$ cat src/lag_pkg.sv
// ----------------------------------------------------------------------------
// lag_pkg: shared types and constants for the life automaton generation block
// The package holds the grid defaults, the field widths of the channels and the
// control bundle that is passed to every row cell.
// ----------------------------------------------------------------------------
package lag_pkg;

	localparam int WIDTH_DEF  = 16;
	localparam int HEIGHT_DEF = 12;

	localparam int COORD_W   = 4;
	localparam int INDEX_W   = 4;
	localparam int ROW_OUT_W = 16;
	localparam int CMP_W     = 7;

	localparam logic KIND_SET  = 1'b0;
	localparam logic KIND_STEP = 1'b1;

	typedef struct packed {
		logic             shift;
		logic             set;
		logic [CMP_W-1:0] set_y;
	} cell_ctrl_t;

endpackage

$ cat src/lag_in_if.sv
// ----------------------------------------------------------------------------
// lag_in_if: item channel
// Carries valid, ready and one set or step transaction.
// ----------------------------------------------------------------------------
interface lag_in_if;
	logic                        valid;
	logic                        ready;
	logic                        kind;
	logic [lag_pkg::COORD_W-1:0] cell_x;
	logic [lag_pkg::COORD_W-1:0] cell_y;

	modport source (output valid, output kind, output cell_x, output cell_y, input ready);
	modport sink (input valid, input kind, input cell_x, input cell_y, output ready);
endinterface

$ cat src/lag_out_if.sv
// ----------------------------------------------------------------------------
// lag_out_if: result channel
// Carries valid, ready and one emitted row of a new generation.
// ----------------------------------------------------------------------------
interface lag_out_if;
	logic                          valid;
	logic                          ready;
	logic [lag_pkg::INDEX_W-1:0]   row_index;
	logic [lag_pkg::ROW_OUT_W-1:0] row_cells;
	logic                          last;

	modport source (output valid, output row_index, output row_cells, output last, input ready);
	modport sink (input valid, input row_index, input row_cells, input last, output ready);
endinterface

$ cat src/lag_row_cell.sv
// ----------------------------------------------------------------------------
// lag_row_cell: one row of the grid
// Holds one row, takes the shift_in row on a shift and marks a cell alive
// on a set that addresses this row.
// ----------------------------------------------------------------------------
module lag_row_cell #(
	parameter int WIDTH = lag_pkg::WIDTH_DEF,
	parameter int INDEX = 0
) (
	input  logic                clk,
	input  logic                arst_n,
	input  lag_pkg::cell_ctrl_t ctrl,
	input  logic [WIDTH-1:0]    set_mask,
	input  logic [WIDTH-1:0]    shift_in,
	output logic [WIDTH-1:0]    row
);

	logic [WIDTH-1:0] row_q;

	always_ff @(posedge clk or negedge arst_n) begin
		if (!arst_n) begin
			row_q <= '0;
		end else if (ctrl.shift) begin
			row_q <= shift_in;
		end else if (ctrl.set && ctrl.set_y == lag_pkg::CMP_W'(INDEX)) begin
			row_q <= row_q | set_mask;
		end
	end

	assign row = row_q;

endmodule

$ cat src/lag_rule.sv
// ----------------------------------------------------------------------------
// lag_rule: B3/S23 rule for one row
// Counts the eight neighbors of every column from three rows and applies the
// birth and survival rule; columns outside the row count as dead.
// ----------------------------------------------------------------------------
module lag_rule #(
	parameter int WIDTH = lag_pkg::WIDTH_DEF
) (
	input  logic [WIDTH-1:0] up,
	input  logic [WIDTH-1:0] mid,
	input  logic [WIDTH-1:0] down,
	output logic [WIDTH-1:0] next
);

	logic [WIDTH+1:0] up_e;
	logic [WIDTH+1:0] mid_e;
	logic [WIDTH+1:0] down_e;

	assign up_e   = {1'b0, up, 1'b0};
	assign mid_e  = {1'b0, mid, 1'b0};
	assign down_e = {1'b0, down, 1'b0};

	always_comb begin
		logic [3:0] n;
		for (int x = 0; x < WIDTH; x++) begin
			n = 4'(up_e[x]) + 4'(up_e[x+1]) + 4'(up_e[x+2])
				+ 4'(mid_e[x]) + 4'(mid_e[x+2])
				+ 4'(down_e[x]) + 4'(down_e[x+1]) + 4'(down_e[x+2]);
			if (mid[x]) begin
				next[x] = (n == 4'd2) || (n == 4'd3);
			end else begin
				next[x] = (n == 4'd3);
			end
		end
	end

endmodule

$ cat src/life_automaton_generation.sv
// ----------------------------------------------------------------------------
// life_automaton_generation: Game of Life grid, one row per unstalled cycle
//
//   channel  | direction | transaction
//   ---------+-----------+-------------------------------------------------
//   item     | in        | kind, cell_x, cell_y: set a cell or step once
//   result   | out       | row_index, row_cells, last: one new row
//
// A set transaction yields no result. A step starts with the accepting
// cycle, then moves through the rows: in each shift the chain of row cells
// rotates by one row while the rule unit computes the new row from the rows
// above, at and below it. Each new row is loaded into the output register
// by the same shift that moves it into the chain; a stalled output holds
// the chain and so holds the step.
// Reset clears all cells to dead. No new item is taken during a step.
// ----------------------------------------------------------------------------
module life_automaton_generation #(
	parameter int WIDTH  = lag_pkg::WIDTH_DEF,
	parameter int HEIGHT = lag_pkg::HEIGHT_DEF
) (
	input  logic      clk,
	input  logic      arst_n,
	lag_in_if.sink    item,
	lag_out_if.source result
);

	localparam int CW = $clog2(HEIGHT);

	logic [WIDTH-1:0]  row_w [HEIGHT];
	logic [WIDTH-1:0]  up_q;
	logic [WIDTH-1:0]  down_w;
	logic [WIDTH-1:0]  new_row_w;
	logic [WIDTH-1:0]  set_mask;
	logic [CW-1:0]     cnt_q;
	logic              busy_q;
	logic              last_row_w;
	logic              shift_w;
	logic              accept_w;
	lag_pkg::cell_ctrl_t ctrl;

	logic                          out_valid_q;
	logic [lag_pkg::INDEX_W-1:0]   out_index_q;
	logic [lag_pkg::ROW_OUT_W-1:0] out_cells_q;
	logic                          out_last_q;

	assign item.ready = !busy_q;
	assign accept_w   = item.valid && !busy_q;
	assign last_row_w = (cnt_q == CW'(HEIGHT - 1));
	assign shift_w    = busy_q && (!out_valid_q || result.ready);

	always_comb begin
		for (int j = 0; j < WIDTH; j++) begin
			set_mask[j] = ({{(lag_pkg::CMP_W - lag_pkg::COORD_W){1'b0}}, item.cell_x}
				== lag_pkg::CMP_W'(j));
		end
	end

	assign ctrl.shift = shift_w;
	assign ctrl.set   = accept_w && (item.kind == lag_pkg::KIND_SET);
	assign ctrl.set_y = {{(lag_pkg::CMP_W - lag_pkg::COORD_W){1'b0}}, item.cell_y};

	for (genvar i = 0; i < HEIGHT; i++) begin : g_row
		logic [WIDTH-1:0] shift_in;
		if (i == HEIGHT - 1) begin : g_tail
			assign shift_in = new_row_w;
		end else begin : g_body
			assign shift_in = row_w[i+1];
		end
		lag_row_cell #(
			.WIDTH (WIDTH),
			.INDEX (i)
		) u_cell (
			.clk      (clk),
			.arst_n   (arst_n),
			.ctrl     (ctrl),
			.set_mask (set_mask),
			.shift_in (shift_in),
			.row      (row_w[i])
		);
	end

	assign down_w = last_row_w ? '0 : row_w[1];

	lag_rule #(
		.WIDTH (WIDTH)
	) u_rule (
		.up   (up_q),
		.mid  (row_w[0]),
		.down (down_w),
		.next (new_row_w)
	);

	always_ff @(posedge clk or negedge arst_n) begin
		if (!arst_n) begin
			busy_q <= 1'b0;
			cnt_q  <= '0;
		end else if (accept_w && item.kind == lag_pkg::KIND_STEP) begin
			busy_q <= 1'b1;
			cnt_q  <= '0;
		end else if (shift_w) begin
			cnt_q <= cnt_q + 1'b1;
			if (last_row_w) begin
				busy_q <= 1'b0;
			end
		end
	end

	always_ff @(posedge clk) begin
		if (accept_w) begin
			up_q <= '0;
		end else if (shift_w) begin
			up_q <= row_w[0];
		end
	end

	always_ff @(posedge clk or negedge arst_n) begin
		if (!arst_n) begin
			out_valid_q <= 1'b0;
		end else if (shift_w) begin
			out_valid_q <= 1'b1;
		end else if (result.ready) begin
			out_valid_q <= 1'b0;
		end
	end

	always_ff @(posedge clk) begin
		if (shift_w) begin
			out_index_q <= lag_pkg::INDEX_W'(cnt_q);
			out_cells_q <= lag_pkg::ROW_OUT_W'(new_row_w);
			out_last_q  <= last_row_w;
		end
	end

	assign result.valid     = out_valid_q;
	assign result.row_index = out_index_q;
	assign result.row_cells = out_cells_q;
	assign result.last      = out_last_q;

endmodule

$ cat src/flat_wrapper.sv
// flat-port wrapper written by rule: the top's interface ports become plain ports
module life_automaton_generation_flat 
#(
	parameter int WIDTH  = lag_pkg::WIDTH_DEF,
	parameter int HEIGHT = lag_pkg::HEIGHT_DEF
)
  (clk, arst_n, item_valid, item_kind, item_cell_x, item_cell_y, item_ready, result_valid, result_row_index, result_row_cells, result_last, result_ready);
  lag_in_if item_i ();
  lag_out_if result_i ();
  input  logic clk;
  input  logic arst_n;
  input wire logic [$bits(item_i.valid)-1:0] item_valid;
  input wire logic [$bits(item_i.kind)-1:0] item_kind;
  input wire logic [$bits(item_i.cell_x)-1:0] item_cell_x;
  input wire logic [$bits(item_i.cell_y)-1:0] item_cell_y;
  output wire logic [$bits(item_i.ready)-1:0] item_ready;
  output wire logic [$bits(result_i.valid)-1:0] result_valid;
  output wire logic [$bits(result_i.row_index)-1:0] result_row_index;
  output wire logic [$bits(result_i.row_cells)-1:0] result_row_cells;
  output wire logic [$bits(result_i.last)-1:0] result_last;
  input wire logic [$bits(result_i.ready)-1:0] result_ready;
  assign item_i.valid = item_valid;
  assign item_i.kind = item_kind;
  assign item_i.cell_x = item_cell_x;
  assign item_i.cell_y = item_cell_y;
  assign item_ready = item_i.ready;
  assign result_valid = result_i.valid;
  assign result_row_index = result_i.row_index;
  assign result_row_cells = result_i.row_cells;
  assign result_last = result_i.last;
  assign result_i.ready = result_ready;
  life_automaton_generation #(.WIDTH(WIDTH), .HEIGHT(HEIGHT)) u_core (.clk(clk), .arst_n(arst_n), .item(item_i), .result(result_i));
endmodule
$ cat config.mk
export PLATFORM = sky130hd
export DESIGN_NAME = life_automaton_generation_flat
export DESIGN_NICKNAME = d
export VERILOG_FILES = /design/src/lag_pkg.sv /design/src/lag_in_if.sv /design/src/lag_out_if.sv /design/src/lag_row_cell.sv /design/src/lag_rule.sv /design/src/life_automaton_generation.sv /design/src/flat_wrapper.sv
export SDC_FILE = /design/constraint.sdc
export NUM_CORES = 1
export LEC_CHECK = 0
export BUFFER_PORTS_ARGS = -buffer_cell sky130_fd_sc_hd__buf_4
export CAP_MARGIN = 25
export CORE_ASPECT_RATIO = 0.9
export CORE_MARGIN = 2
export CORE_UTILIZATION = 50
export CTS_CLUSTER_SIZE = 25
export DETAILED_ROUTE_END_ITERATION = 12
export PLACE_DENSITY = 0.63
export SLEW_MARGIN = 15
export SYNTH_ARGS = -nofsm -noshare
export SYNTH_HDL_FRONTEND = slang
export SYNTH_SLANG_ARGS = --single-unit
$ cat constraint.sdc
create_clock -name clk -period 4.7 [get_ports clk]
set_input_delay 0.94 -clock clk [delete_from_list [all_inputs] [get_ports clk]]
set_output_delay 0.94 -clock clk [all_outputs]
set_load 0.005 [all_outputs]
==> flow_summary.json, run 1 <==
{
  "seqCellArea_um2": 5906,
  "max_freq_ghz": 0.2512,
  "place.gp.congestion": 0.8480,
  "cts_setup_buffers": 0,
  "slowest_stage": "fa_1",
  "setup_viol": 0,
  "globalRoute.busiestLayer": "met2",
  "critical_path.max_stage_delay_ns": 0.51,
  "final-max-slew-violation-count": 0,
  "grt_pass1_wl_um": 46540,
  "path_clk_slew_ns": 0.06,
  "clock_path_buffers": 3,
  "drc": 0,
  "ctsHtreeMaxLevel": 1,
  "cts_tree": "built",
  "grt_pass1_vias": 8486,
  "totalWireLength_um": 28480,
  "grt_start_max_net_pins": 117,
  "synth_top_area_frac": 0.4101,
  "synthFlopType": "dfrtp_1",
  "hp-class": "input port to asynchronous set/reset pin",
  "ys_ff_latch": 235,
  "use_met2": 0.3595,
  "period_minus_slack_ns": 3.981,
  "syn-mean-instance-area_um2": 10.67,
  "wl_per_cell_um": 19.25,
  "finalNetCount": 1276,
  "vias": 8490,
  "max_slew_margin": 0.2316,
  "fin_setup_tns_ns": 0,
  "holdBufCountCts": 0,
  "syn_to_final_growth_pct": 11.35,
  "status": "completed",
  "async_reset_ff_frac": 0.8426,
  "rsz0062_at_grt": "false",
  "syn-num-nets": 1250,
  "place_hpwl_um": 18800,
  "worst-path-max-fanout": 16,
  "initial_core_util": 0.5133,
  "grtUsageMet1": 0.3486,
  "final_hold_viol_count": 0,
  "die_h_um": 151.5,
  "die_x_um": 167.9,
  "synthCells": 1132,
  "worstPathArrival_ns": 4.46,
  "ys_seq_area_frac": 0.4888,
  "yosysWarnings": 0,
  "tightest_slew_ns": 1.153,
  "synth.distinct_cells": 52,
  "cts.repair.resized": 0,
  "worstPathCellList": "ha_1 > nand3b_1 > buf_4 > nand2_1 > fa_1 > fa_1 > inv_1 > fa_1 > ha_1 > fa_1 > or2_2 > a21oi_1 > o22a_1",
  "synth_area_um2": 12080,
  "antenna_cells": 0,
  "ant_nets": 0,
  "yosysTopAreaCell": "dfrtp_1",
  "multi_input_area_um2": 5461,
  "drtIter0Drc": 573,
  "grt_use_total": 0.2304,
  "maxCapViolations": 0,
  "met3_usage": 0.02727,
  "clock_sinks": 235,
  "antenna_found_initial": 0,
  "numCtsBuffers": 26,
  "crit_buf_inv": 2,
  "grt-ovfl-total": 0,
  "endpoint_kind": "flip-flop",
  "criticalPathCategory": "flip-flop to flip-flop",
  "worstPathRequired_ns": 5.18,
  "ios": 36,
  "cp_top_family": "adder cells",
  "synthTopCellsByArea": "dfrtp_1, fa_1, o22a_1",
  "drt_first_pass_iters": 4,
  "post-route-period-util": 0.8471,
  "die_area_um2": 25430,
  "clock-root-buffer": "clkbuf_16",
  "clock_latency_ns": 0.55,
  "portBuffers": 35,
  "startpoint_type": "flip-flop",
  "rows": 53,
  "synth-edff-count": 21,
  "fill_cells": 2014,
  "vias_per_cell": 5.740,
  "fin_skew_ns": 0.01543,
  "drive_above_1_share": 0.1121,
  "core_area_um2": 23540,
  "critical_path.most_common_cell": "fa_1"
}
metrics by stage:
step	hold WS, ns	utilization	cells	setup slack (ns)	area [um2]
5_1_grt	0.4785	0.5715	1479	0.5104	13450
2_1_floorplan	0.4363	-	1132	0.8042	12080
3_5_place_dp	0.4531	0.5357	1429	0.7656	12610
4_1_cts	0.4617	0.5706	1476	0.7202	13430
3_3_place_gp	0.4414	0.5357	1429	0.8312	12610
6_report	0.4477	0.5715	1479	0.7185	13450
per-layer routing:
layer  up-vias  wire [um]
li1       3988          -
met1      4291      14030
met2       170      12650
met3        41       1203
met4         0        586
met5         -          0
cell usage in the layout, fill, tap and decap left out, types with 27 or more instances in the layout:
| cell type | synthesis | routed |
|---|---|---|
| a21oi_1 | 57 | 57 |
| buf_4 | 8 | 61 |
| dfrtp_1 | 198 | 198 |
| fa_1 | 60 | 60 |
| ha_1 | 45 | 45 |
| inv_1 | 93 | 93 |
| nand2_1 | 65 | 64 |
| nor2_1 | 197 | 197 |
| o21ai_0 | 27 | 27 |
| o22a_1 | 126 | 126 |
| o22ai_1 | 31 | 31 |
layout make-up:
class,count,area share
repair buffers,67,0.03971
well taps,302,0.02809
multi-input cells,734,0.4059
flip-flops and latches,235,0.4389
inverters,94,0.02632
clock inverters,10,0.007347
clock buffers,37,0.05366
state kept, by name, summed over array words and instances (netlist names):
| signal | count |
|---|---|
| u_core.result.last | 1 |
| u_core.result.row_index | 4 |
| u_core.g_row.u_cell.row | 192 |
| u_core.result.row_cells | 16 |
| u_core.up_q | 16 |
| u_core.busy_q | 1 |
| u_core.result.valid | 1 |
| u_core.cnt_q | 4 |
cell families (layout without fill, tap and decap cells):
family | count (synthesis) | count (layout) | synth area share
flip-flops | 235 | 235 | 0.4888
adder cells (fa/ha/maj) | 105 | 105 | 0.1460
XOR/XNOR | 3 | 3 | 0.002175
buffers and inverters | 163 | 208 | 0.05985
AND/OR/NAND/NOR | 315 | 315 | 0.1111
AO/OA/AOI/OAI | 300 | 300 | 0.1830
multiplexers | 11 | 11 | 0.009113
worst paths after layout:
check / from / to / slack (ns) / cells past startpoint
max: u_core.cnt_q[0] / u_core.g_row[11].u_cell.row[14] / 0.72 / 13
min: arst_n / u_core.g_row[7].u_cell.row[1] / 0.45 / 1
max reg2reg: u_core.cnt_q[0] / u_core.g_row[11].u_cell.row[14] / 0.72 / 13
min reg2reg: u_core.up_q[2] / u_core.up_q[2] / 0.46 / 2
max in group asynchronous: arst_n / u_core.g_row[11].u_cell.row[11] / 3.32 / 2
min in group clk: u_core.up_q[2] / u_core.up_q[2] / 0.46 / 2
cells in the mapped netlist (14+ instances only):
| cell | n |
|---|---|
| a32oi_1 | 17 |
| o22a_1 | 126 |
| ha_1 | 45 |
| nand2_1 | 65 |
| fa_1 | 60 |
| nor2_1 | 197 |
| a21oi_1 | 57 |
| clkbuf_1 | 23 |
| o21ai_0 | 27 |
| nand3_1 | 14 |
| edfxtp_1 | 21 |
| inv_1 | 93 |
| o22ai_1 | 31 |
| dfrtp_1 | 198 |
| dfxtp_1 | 16 |
| buf_2 | 28 |
Power of run 1 is not shown: default switching activity piles up to over one toggle a cycle in this logic, so the estimate is an artifact.
==> run 2, diff against run 1 <==
--- a/config.mk
+++ b/config.mk
@@ -12,7 +12,7 @@
 export CORE_UTILIZATION = 50
 export CTS_CLUSTER_SIZE = 25
 export DETAILED_ROUTE_END_ITERATION = 12
-export PLACE_DENSITY = 0.63
+export PLACE_DENSITY = 0.66
 export SLEW_MARGIN = 15
 export SYNTH_ARGS = -nofsm -noshare
 export SYNTH_HDL_FRONTEND = slang
==> constraint.sdc (replaced) <==
create_clock -name clk -period 3.25 [get_ports clk]
set_input_delay 0.65 -clock clk [delete_from_list [all_inputs] [get_ports clk]]
set_output_delay 0.65 -clock clk [all_outputs]
set_load 0.005 [all_outputs]
==> run 2 against run 1 <==
  * The flow now finishes with violations (negative setup slack)
  * Setup slack worse by 1.2 ns
  * Sequential cell count unchanged
  * Global-route usage up 0.39 points
==> flow_summary.json, run 2 (synthesis results as in run 1) <==
{
  "status": "finished, violations left",
  "violations": "negative setup slack",
  "tightest_slew_ns": 0.6254,
  "rows": 53,
  "rsz0062_at_grt": "true",
  "slowest_stage": "fa_1",
  "mostFrequentLayoutCells": "dfrtp_1, nor2_1, o22a_1",
  "clock_latency_ns": 0.54,
  "finalNetCount": 1317,
  "maxCapViolations": 0,
  "clock-root-buffer": "clkbuf_16",
  "clock_path_buffers": 3,
  "crit_path_start": "u_core.cnt_q[1]",
  "totalWireLength_um": 28980,
  "clock_sinks": 235,
  "final-max-slew-violation-count": 0,
  "vias_per_cell": 5.732,
  "wl_per_cell_um": 19.07,
  "die_area_um2": 25430,
  "cts_tree": "built",
  "initial_core_util": 0.5133,
  "rr_worst_depth": 13,
  "largest_reg_flops": 192,
  "worstPathArrival_ns": 4.11,
  "final_common_cell": "dfrtp_1",
  "worst-path-max-fanout": 13,
  "regToRegSetupSlack_ns": -0.44,
  "portBuffers": 35,
  "worstPathCellList": "ha_2 > nand3b_1 > buf_12 > nand2_1 > fa_1 > fa_1 > inv_1 > fa_1 > ha_2 > fa_2 > and3_1 > o221a_2 > o22a_1",
  "holdBufCountCts": 0,
  "syn_to_final_growth_pct": 17.08,
  "grt_start_max_net_pins": 71,
  "grt_pass1_vias": 8716,
  "antenna_cells": 0,
  "grt_pass1_wl_um": 47150,
  "startpoint_type": "flip-flop",
  "max_freq_ghz": 0.2706,
  "vias": 8713,
  "drt_first_pass_iters": 5,
  "place_hpwl_um": 19370,
  "numCtsBuffers": 26,
  "drc": 0,
  "criticalPathCategory": "flip-flop to flip-flop",
  "rr_startpoint": "u_core.cnt_q[1]",
  "place.gp.congestion": 0.8218,
  "endpoint_kind": "flip-flop",
  "path_clk_slew_ns": 0.06,
  "hp-class": "input port to asynchronous set/reset pin",
  "setup_viol": 28,
  "die_x_um": 167.9,
  "core_area_um2": 23540,
  "fin_skew_ns": 0.01638,
  "drtIter0Drc": 664,
  "grt_use_total": 0.2342,
  "ios": 36,
  "ant_nets": 0,
  "ctsHtreeMaxLevel": 1,
  "antenna_found_initial": 0,
  "post-route-period-util": 1.137,
  "drive_above_1_share": 0.1856,
  "final_core_util": 0.6009,
  "r2r-end": "u_core.g_row[11].u_cell.row[7]",
  "grt-ovfl-total": 0,
  "critical_path.max_stage_delay_ns": 0.49,
  "final_hold_viol_count": 0,
  "worstPathRequired_ns": 3.67,
  "die_h_um": 151.5,
  "period_minus_slack_ns": 3.695,
  "critical_path.most_common_cell": "fa_1",
  "setup_ws_ns": -0.4449,
  "max_slew_margin": 0.5831
}
-- run 2: cell types whose count changed in the layout (fill, tap and decap cells not counted), sizes merged --
cell and change:
bufinv +2, clkbuf -3, buf +44, clkinvlp -1, clkinv -1
-- run 2: through the flow --
stage | cells | hold slack (ns) | TNS (ns) | area, um2 | setup WS (ns)
after floorplan | 1132 | 0.3544 | -7.136 | 12190 | -0.3719
after global placement | 1470 | 0.4419 | -8.179 | 13110 | -0.3585
after detailed placement | 1470 | 0.4509 | -10.22 | 13110 | -0.4441
after CTS | 1519 | 0.1401 | -9.613 | 14090 | -0.4263
after global routing | 1520 | 0.1502 | -12.56 | 14150 | -0.5387
final | 1520 | 0.1035 | -9.825 | 14150 | -0.4449
-- run 2: final cells by class --
cell class                 count  area [um2]
timing repair buffer         108       933.4
clock inverter                10       151.4
clock buffer                  37       772.0
inverter                      94       354.1
fill                        1928        9395
multi-input combinational    734        5652
tap                          302       377.9
sequential                   235        5906
-- run 2: critical path, delay by kind of cell, from the launching register on --
| kind | cells | cell delay [ns] |
|---|---|---|
| buffers and inverters | 2 | 0.21 |
| AO/OA/AOI/OAI | 2 | 0.42 |
| adder cells (fa/ha/maj) | 6 | 2.13 |
| AND/OR/NAND/NOR | 3 | 0.41 |
| flip-flops | 1 | 0.40 |
-- run 2: timing repair --
action	CTS	global route
setup buffers	3	1
endpoints found under the setup margin	28	28
resized for setup	13	13
pin swaps	2	1
-- run 2: metal layers --
layer	GRT usage	vias to the layer above	share of wire
li1	-	4060	-
met1	0.3572	4448	0.50
met2	0.3640	167	0.45
met3	0.02857	38	0.039
met4	0.04870	0	0.015
met5	0	-	0
-- run 2: how the worst max path moves through the flow --
stage | slack [ns] | depth (start not counted) | to
final | -0.44 | 13 | u_core.g_row[11].u_cell.row[7]
after global routing | -0.54 | 13 | u_core.g_row[11].u_cell.row[7]
after CTS | -0.43 | 13 | u_core.g_row[11].u_cell.row[7]
after detailed placement | -0.44 | 13 | u_core.g_row[11].u_cell.row[7]
after global placement | -0.36 | 13 | u_core.g_row[11].u_cell.row[14]
after floorplan | -0.37 | 13 | u_core.g_row[11].u_cell.row[7]
Power of run 2 is left out for the same reason.
==> run 3, diff against run 2 <==
--- a/config.mk
+++ b/config.mk
@@ -12,7 +12,7 @@
 export CORE_UTILIZATION = 50
 export CTS_CLUSTER_SIZE = 25
 export DETAILED_ROUTE_END_ITERATION = 12
-export PLACE_DENSITY = 0.66
+export PLACE_DENSITY = 0.63
 export SLEW_MARGIN = 15
 export SYNTH_ARGS = -nofsm -noshare
 export SYNTH_HDL_FRONTEND = slang
==> constraint.sdc (replaced) <==
create_clock -name clk -period 3.9 [get_ports clk]
set_input_delay 0.78 -clock clk [delete_from_list [all_inputs] [get_ports clk]]
set_output_delay 0.78 -clock clk [all_outputs]
set_load 0.005 [all_outputs]
==> run 3 against run 2 <==
  * The run now ends clean
  * Fmax down 2.4%
  * Die area unchanged
  * Utilization down 1.9 points
  * Sequential share of layout area up 1.4 points
  * Largest cell class unchanged
==> flow_summary.json, run 3 (synthesis results as in run 1) <==
{
  "setup_ws_ns": 0.1138,
  "rsz0062_at_grt": "true",
  "grt_pass1_wl_um": 46690,
  "antenna_found_initial": 0,
  "cp_top_family": "adder cells",
  "path_depth": 13,
  "hp-class": "input port to asynchronous set/reset pin",
  "max_freq_ghz": 0.2641,
  "worst-path-max-fanout": 16,
  "setup_viol": 0,
  "vias": 8599,
  "syn_to_final_growth_pct": 13.40,
  "path_clk_slew_ns": 0.06,
  "drt_first_pass_iters": 7,
  "place.gp.congestion": 0.8350,
  "final_common_cell": "dfrtp_1",
  "portBuffers": 35,
  "tightest_slew_ns": 0.9337,
  "max_slew_margin": 0.3776,
  "ios": 36,
  "criticalPathCategory": "flip-flop to flip-flop",
  "maxCapViolations": 0,
  "period_minus_slack_ns": 3.786,
  "clock_latency_ns": 0.55,
  "die_area_um2": 25430,
  "rr_startpoint": "u_core.cnt_q[1]",
  "mostFrequentLayoutCells": "dfrtp_1, nor2_1, o22a_1",
  "r2r-end": "u_core.g_row[11].u_cell.row[14]",
  "largest_reg_flops": 192,
  "worstPathRequired_ns": 4.39,
  "holdBufCountCts": 0,
  "fin_hold_ws_ns": 0.3253,
  "regToRegSetupSlack_ns": 0.11,
  "pre_cts_ws_ns": 0.04394,
  "rr_worst_depth": 13,
  "grt_pass1_vias": 8504,
  "clock_sinks": 235,
  "final-max-slew-violation-count": 0,
  "worstPathArrival_ns": 4.27,
  "grt-ovfl-total": 0,
  "endpoint_kind": "flip-flop",
  "grt_start_max_net_pins": 170,
  "critical_path.max_stage_delay_ns": 0.50,
  "post-route-period-util": 0.9708,
  "die_h_um": 151.5,
  "startpoint_type": "flip-flop",
  "grt_use_total": 0.2318,
  "clock_path_buffers": 3,
  "drive_above_1_share": 0.1384,
  "fin_skew_ns": 0.01680,
  "critical_path.most_common_cell": "fa_1",
  "rows": 53,
  "worstPathCellList": "ha_1 > nand3b_1 > buf_12 > nand2_2 > fa_1 > fa_1 > inv_1 > fa_1 > ha_1 > fa_1 > or2_2 > a21oi_2 > o22a_1",
  "drtIter0Drc": 639,
  "slowest_stage": "fa_1",
  "ctsHtreeMaxLevel": 1,
  "core_area_um2": 23540,
  "final_hold_viol_count": 0,
  "crit_end": "u_core.g_row[11].u_cell.row[14]",
  "totalWireLength_um": 28440,
  "status": "completed",
  "initial_core_util": 0.5133,
  "vias_per_cell": 5.783,
  "antenna_cells": 0,
  "finalNetCount": 1283,
  "numCtsBuffers": 26,
  "ant_nets": 0,
  "wl_per_cell_um": 19.13,
  "die_x_um": 167.9,
  "clock-root-buffer": "clkbuf_16",
  "cts_tree": "built",
  "crit_path_start": "u_core.cnt_q[1]",
  "crit_buf_inv": 2,
  "drc": 0,
  "place_hpwl_um": 18680
}
## run 3: cell types whose count changed in the layout (fill, tap and decap cells not counted), moves of 4 or more
cell | previous run | this run
o21ai_0 | 22 | 27
ha_1 | 31 | 40
ha_2 | 14 | 5
clkbuf_8 | 9 | 2
clkinv_2 | 4 | 9
buf_12 | 9 | 5
fa_2 | 15 | 0
buf_4 | 97 | 68
fa_1 | 45 | 60
clkinvlp_4 | 0 | 6
## run 3: worst min-delay path by stage
stage | to | slack (ns) | start
final | u_core.g_row[8].u_cell.row[1] | 0.33 | arst_n
after CTS | u_core.g_row[7].u_cell.row[0] | 0.36 | arst_n
after detailed placement | u_core.up_q[0] | 0.46 | u_core.up_q[0]
after floorplan | u_core.up_q[2] | 0.44 | u_core.up_q[2]
after global routing | u_core.g_row[7].u_cell.row[0] | 0.39 | arst_n
after global placement | u_core.up_q[2] | 0.44 | u_core.up_q[2]
## run 3: layout make-up
type / instances / area, um2
fill: 2014 / 9839
tap: 302 / 377.9
sequential: 235 / 5906
clock buffer: 27 / 664.4
timing repair buffer: 74 / 624.3
multi-input combinational: 734 / 5507
clock inverter: 21 / 269.0
inverter: 94 / 354.1
## run 3: timing repair
item / 4_1_cts / 5_1_grt
setup endpoints to repair: 0 / 19
buffers inserted: 0 / 2
resized for setup: 0 / 14
## run 3: metal layers
metal	global-route usage	up-vias	share of wire
li1	-	3998	-
met1	0.3599	4320	0.50
met2	0.3461	233	0.43
met3	0.03247	48	0.050
met4	0.05478	0	0.021
met5	0	-	0
## run 3: metrics by stage
| stage | area, um2 | instances | setup TNS, ns | utilization |
|---|---|---|---|---|
| after floorplan | 12080 | 1132 | 0 | - |
| after global routing | 13700 | 1487 | -0.07439 | 0.5820 |
| final | 13700 | 1487 | 0 | 0.5820 |
| after detailed placement | 12710 | 1437 | 0 | 0.5398 |
| after CTS | 13640 | 1485 | 0 | 0.5795 |
| after global placement | 12710 | 1437 | 0 | 0.5398 |
Power of run 3 is left out for the same reason.
